[src/sv/bfvt_pkg.sv]
package bfvt_pkg;

  // Field and register geometry.
  localparam int GRID_W     = 11;
  localparam int FIELD_W    = 16;
  localparam int FRAC_W     = 14;
  localparam int REG_W      = 64;
  localparam int NUM_PLANES = 6;
  localparam int NUM_REGS   = 7;
  localparam int VIEW_REG   = 6;
  localparam int RANGE_SLOT = 3;
  localparam int CFG_IDX_W  = 3;
  localparam int NUM_AXES   = 3;

  // Chunk edge sizes in world units.
  localparam int EDGE_X = 16;
  localparam int EDGE_Y = 16;
  localparam int EDGE_Z = 16;

  localparam int EDGE_XY  = (EDGE_X > EDGE_Y) ? EDGE_X : EDGE_Y;
  localparam int EDGE_MAX = (EDGE_XY > EDGE_Z) ? EDGE_XY : EDGE_Z;

  // Box corner coordinates: |grid * edge + edge| <= 2^(GRID_W-1) * edge.
  localparam int COORD_W = GRID_W + $clog2(EDGE_MAX) + 1;

  // Camera window bounds are a 16-bit signed value plus or minus a 16-bit range.
  localparam int WIN_W = FIELD_W + 2;
  localparam int CMP_W = ((COORD_W > WIN_W) ? COORD_W : WIN_W) + 1;

  // Plane products and their sum with the offset scaled by 2^FRAC_W.
  localparam int PROD_W = FIELD_W + COORD_W;
  localparam int OFS_W  = FIELD_W + FRAC_W;
  localparam int SUM_W  = ((PROD_W > OFS_W) ? PROD_W : OFS_W) + 2;

  typedef logic signed [COORD_W-1:0] coord_t;
  typedef coord_t [NUM_AXES-1:0] coord3_t;

  // Stage advance strobes handed to the plane units.
  typedef struct packed {
    logic st2;
    logic st3;
  } adv_t;

endpackage

[src/sv/bfvt_plane.sv]
module bfvt_plane (
  input  logic                      clk_i,
  input  bfvt_pkg::adv_t            adv_i,
  input  logic [bfvt_pkg::REG_W-1:0] plane_i,
  input  bfvt_pkg::coord3_t         lo_i,
  input  bfvt_pkg::coord3_t         hi_i,
  output logic                      cull_o
);
  import bfvt_pkg::*;

  logic signed [PROD_W-1:0]  prod_d [NUM_AXES];
  logic signed [PROD_W-1:0]  prod_q [NUM_AXES];
  logic signed [FIELD_W-1:0] ofs_q;
  logic signed [SUM_W-1:0]   sum;
  logic                      cull_q;

  // Each axis takes the corner end that makes its term largest.
  always_comb begin
    logic signed [FIELD_W-1:0] n;
    coord_t                    c;
    for (int a = 0; a < NUM_AXES; a++) begin
      n = $signed(plane_i[FIELD_W*a +: FIELD_W]);
      c = (n > 0) ? $signed(hi_i[a]) : $signed(lo_i[a]);
      prod_d[a] = PROD_W'(n) * PROD_W'(c);
    end
  end

  // Product stage.
  always_ff @(posedge clk_i) begin
    if (adv_i.st2) begin
      for (int a = 0; a < NUM_AXES; a++) begin
        prod_q[a] <= prod_d[a];
      end
      ofs_q <= $signed(plane_i[FIELD_W*RANGE_SLOT +: FIELD_W]);
    end
  end

  // Sum with the offset in Q14 and test the sign.
  assign sum = SUM_W'(prod_q[0]) + SUM_W'(prod_q[1]) + SUM_W'(prod_q[2])
             + $signed({{(SUM_W-OFS_W){ofs_q[FIELD_W-1]}}, ofs_q, {FRAC_W{1'b0}}});

  always_ff @(posedge clk_i) begin
    if (adv_i.st3) begin
      cull_q <= sum[SUM_W-1];
    end
  end

  assign cull_o = cull_q;

endmodule

[config.mk]
export PLATFORM = sky130hd
export DESIGN_NAME = bfvt_plane
export DESIGN_NICKNAME = d
export VERILOG_FILES = /design/src/sv/bfvt_pkg.sv /design/src/sv/bfvt_plane.sv
export SDC_FILE = /design/constraint.sdc
export NUM_CORES = 2
export LEC_CHECK = 0
export BUFFER_PORTS_ARGS = -buffer_cell sky130_fd_sc_hd__buf_4
export CORE_MARGIN = 5
export CORE_UTILIZATION = 40
export CTS_BUF_LIST = sky130_fd_sc_hd__clkbuf_4
export DETAILED_ROUTE_END_ITERATION = 6
export PLACE_DENSITY = 0.62
export SLEW_MARGIN = 20
export SYNTH_ARGS = -nofsm -noshare
export SYNTH_HDL_FRONTEND = slang
export SYNTH_SLANG_ARGS = --single-unit
[constraint.sdc]
create_clock -name clk_i -period 7.94 [get_ports clk_i]
set_input_delay 0.397 -clock clk_i [delete_from_list [all_inputs] [get_ports clk_i]]
set_output_delay 0.397 -clock clk_i [all_outputs]
set_load 0.01 [all_outputs]
==> out/metrics.csv <==
stage;metric;value;unit
floorplanning;Site Rows;109;
detailed_routing;number of vias per cell;4.88;
finish;nets;4971;
detailed_routing;post-route antenna net violation count;0;
yosys;top cell type by total area after synthesis;fa_1;
clocking;Post-CTS Setup Bufs;0;
finish;Design Area, Final;0.0384;mm2
critical_path;reg2reg start;prod_q[0][14];
timing;minimum clock period;7030;ps
yosys;Post-Syn Nets;4856;
place;gpl congestion;0.870;
clocking;clk root buf;clkbuf_4;
detailed_routing;DR iter-0 viols;1247;
critical_path;Critical Path RT;8330;ps
critical_path;Worst R2R End;cull_o;
place;Post-Place Cell Area;0.0380;mm2
clocking;cts bufs inserted;17;
critical_path;cell family with most CP delay;adder cells;
critical_path;WP depth;26;
place;post-DP HPWL;68.9;mm
global_routing;GRT busiest layer;met2;
global_routing;met2 Usage GRT;30.5;%
clocking;H-Tree Depth;4;
clocking;CTS tree;built;
timing;Final TNS setup;0;ps
critical_path;critical path's largest stage delay;530;ps
yosys;mean area per synthesized cell;9.96;um2
global_routing;M3 GR Usage;2.36;%
yosys;Synth top area share;47.1;%
floorplanning;die area;0.0949;mm2
yosys;share of the yosys chip area belonging to registers;9.55;%
global_routing;Total GRT Usage;17.9;%
critical_path;CP Buf/Inv Count;7;
clocking;CTS sink cnt;113;
critical_path;WS Path Type;input port to flip-flop;
timing;fmax;142;MHz
global_routing;GR Layer Usage met1;25.2;%
yosys;Synth Instances;3568;
global_routing;first-pass GRT wire length;137;mm
clocking;Clock Latency Late Sink;560;ps
yosys;flops & latches, synth;113;
timing;Final Skew;15.4;ps
hold_path;worst hold path class;input port to flip-flop;
finish;Syn-to-layout area delta;8.09;%
detailed_routing;DR pass1 iterations;5;
critical_path;crit path to;prod_q[0][95];
yosys;most numerous cell in the Yosys netlist;inv_1;
critical_path;CP most frequent cell;fa_1;
timing;Worst Max-Slew Pin Slew;790;ps
clocking;Clock Tree Buf Depth;2;
yosys;Post-Syn Area;0.0355;mm2
timing;Slew Viols, Final;0;
detailed_routing;via count;23727;
hold_path;hold path startpoint;plane_i[62];
detailed_routing;total wire length;81.5;mm
finish;fin util;43.5;%
global_routing;pin count of the biggest net entering global routing;58;
global_routing;vias in the first global route;26183;
place;port bufs;163;
critical_path;endpoint class of the critical path;flip-flop;
floorplanning;# IOs;164;
timing;Fin. Hold Viols;0;
critical_path;startpoint class of the critical path;input port;
clocking;Clk pin slew, worst setup/hold paths;130;ps
detailed_routing;routed length per instance;16.8;um
flow_run;# Max-Cap Violations;0;
critical_path;FF-to-FF path depth;11;
timing;Tcrit/Tclk final;88.5;%
outcome;status;complete, no violations;
global_routing;initial antenna violation count;1;
detailed_routing;DRC;0;
timing;Hold Slack;71.6;ps
timing;Final setup viols;0;
critical_path;slowest CP cell;fa_1;
yosys;Synthesis Warnings;0;
yosys;FFs w/ async S/R, synth;0;%
timing;Max-slew headroom;46.8;%
yosys;Post-synth EDFFs;113;
finish;fraction of layout instances using a drive strength above 1;7.58;%
yosys;ys flop type;edfxtp_1;
yosys;Synth cell types;70;
yosys;synth top area cells;fa_1, ha_1, edfxtp_1, inv_1, nand2_1;
floorplanning;core area;0.0882;mm2
global_routing;grt total ovfl;0;
floorplanning;chip width;308;um
critical_path;CP Max Fanout;17;
critical_path;Crit. Startpoint;plane_i[45];
finish;diode count;0;
clocking;CTS resizes;0;
critical_path;critical path arrival;7420;ps
yosys;Synth top cells by count;inv_1, fa_1, nand2_1;
critical_path;flop-to-flop setup slack;3730;ps
timing;unrepaired setup endpoints after global routing;false;
floorplanning;Starting Density;40.3;%
floorplanning;die height;308;um
cell type report:
type | count | area [um2]
Clock buffer | 17 | 128
Multi-Input combinational cell | 2479 | 28500
Fill cell | 8441 | 49800
Inverter | 870 | 3270
Tap cell | 1165 | 1460
Clock inverter | 15 | 149
Timing Repair Buffer | 202 | 1550
Sequential cell | 113 | 3390
how the worst min path moves through the flow:
stage	to	slack, ps	cells after the start
after floorplan	ofs_q[0]	500	0
after global placement	ofs_q[8]	580	1
after detailed placement	ofs_q[8]	580	1
after CTS	cull_o	0.006	1
after global routing	ofs_q[14]	10	1
final	ofs_q[14]	70	1
worst register-to-register path: cells and delay by family (launching register included):
kind                       cells  cell delay, ps
DFF                            1             510
adders and majority gates      3            1270
AOI/OAI and AO/OA              7            1910
xor gates and xnor gates       1             260
kinds of logic (layout without fill, tap and decap cells):
group	after synthesis	count (layout)	share of synthesized area, %
adders and majority gates	1125	1125	57.3
buffers and inverters	976	1104	10.3
and+or+nand+nor	958	958	13.9
AOI/OAI and AO/OA	243	243	4.83
DFF	113	113	9.55
xor gates and xnor gates	99	99	2.44
muxes	54	54	1.64
state kept, by name, indices dropped and copies added (netlist names):
| signal | cells |
|---|---|
| cull_o | 1 |
| ofs_q | 16 |
| prod_q | 96 |
metal layers:
| layer | wire length (um) | up-vias |
|---|---|---|
| li1 | - | 10931 |
| met1 | 36700 | 12254 |
| met2 | 40100 | 476 |
| met3 | 3360 | 66 |
| met4 | 1310 | 0 |
| met5 | 0 | - |
cells in the final DEF (no fill, tap or decap), drive strengths merged, types with 8 or more instances in the layout:
| master | instances |
|---|---|
| or3 | 8 |
| nor2b | 159 |
| a21o | 48 |
| nor3 | 23 |
| buf | 187 |
| nand4 | 9 |
| edfxtp | 113 |
| o21a | 15 |
| o21bai | 15 |
| and2 | 174 |
| nand2 | 353 |
| clkbuf | 17 |
| ha | 289 |
| nand2b | 32 |
| mux2 | 34 |
| o21ai | 36 |
| nor2 | 81 |
| and3 | 8 |
| a21oi | 63 |
| fa | 836 |
| nand3 | 19 |
| mux2i | 20 |
| a211oi | 13 |
| or2 | 16 |
| xor2 | 18 |
| nor4 | 11 |
| and2b | 50 |
| dlygate4sd3 | 15 |
| xnor2 | 81 |
| inv | 879 |
timing repair:
action	4_1_cts	5_1_grt
endpoints found under the setup margin	0	0
hold buffers	13	2
endpoints found under the hold margin	13	2
metrics by stage:
stage,worst slack (ps),instances
4_1_cts,975,4859
6_report,910,4861
2_1_floorplan,747,3568
3_5_place_dp,362,4814
3_3_place_gp,455,4814
5_1_grt,624,4861
Power is left out: the tool's default activity adds up to more than one toggle a clock period on the data nets, which glitch-free logic cannot reach.
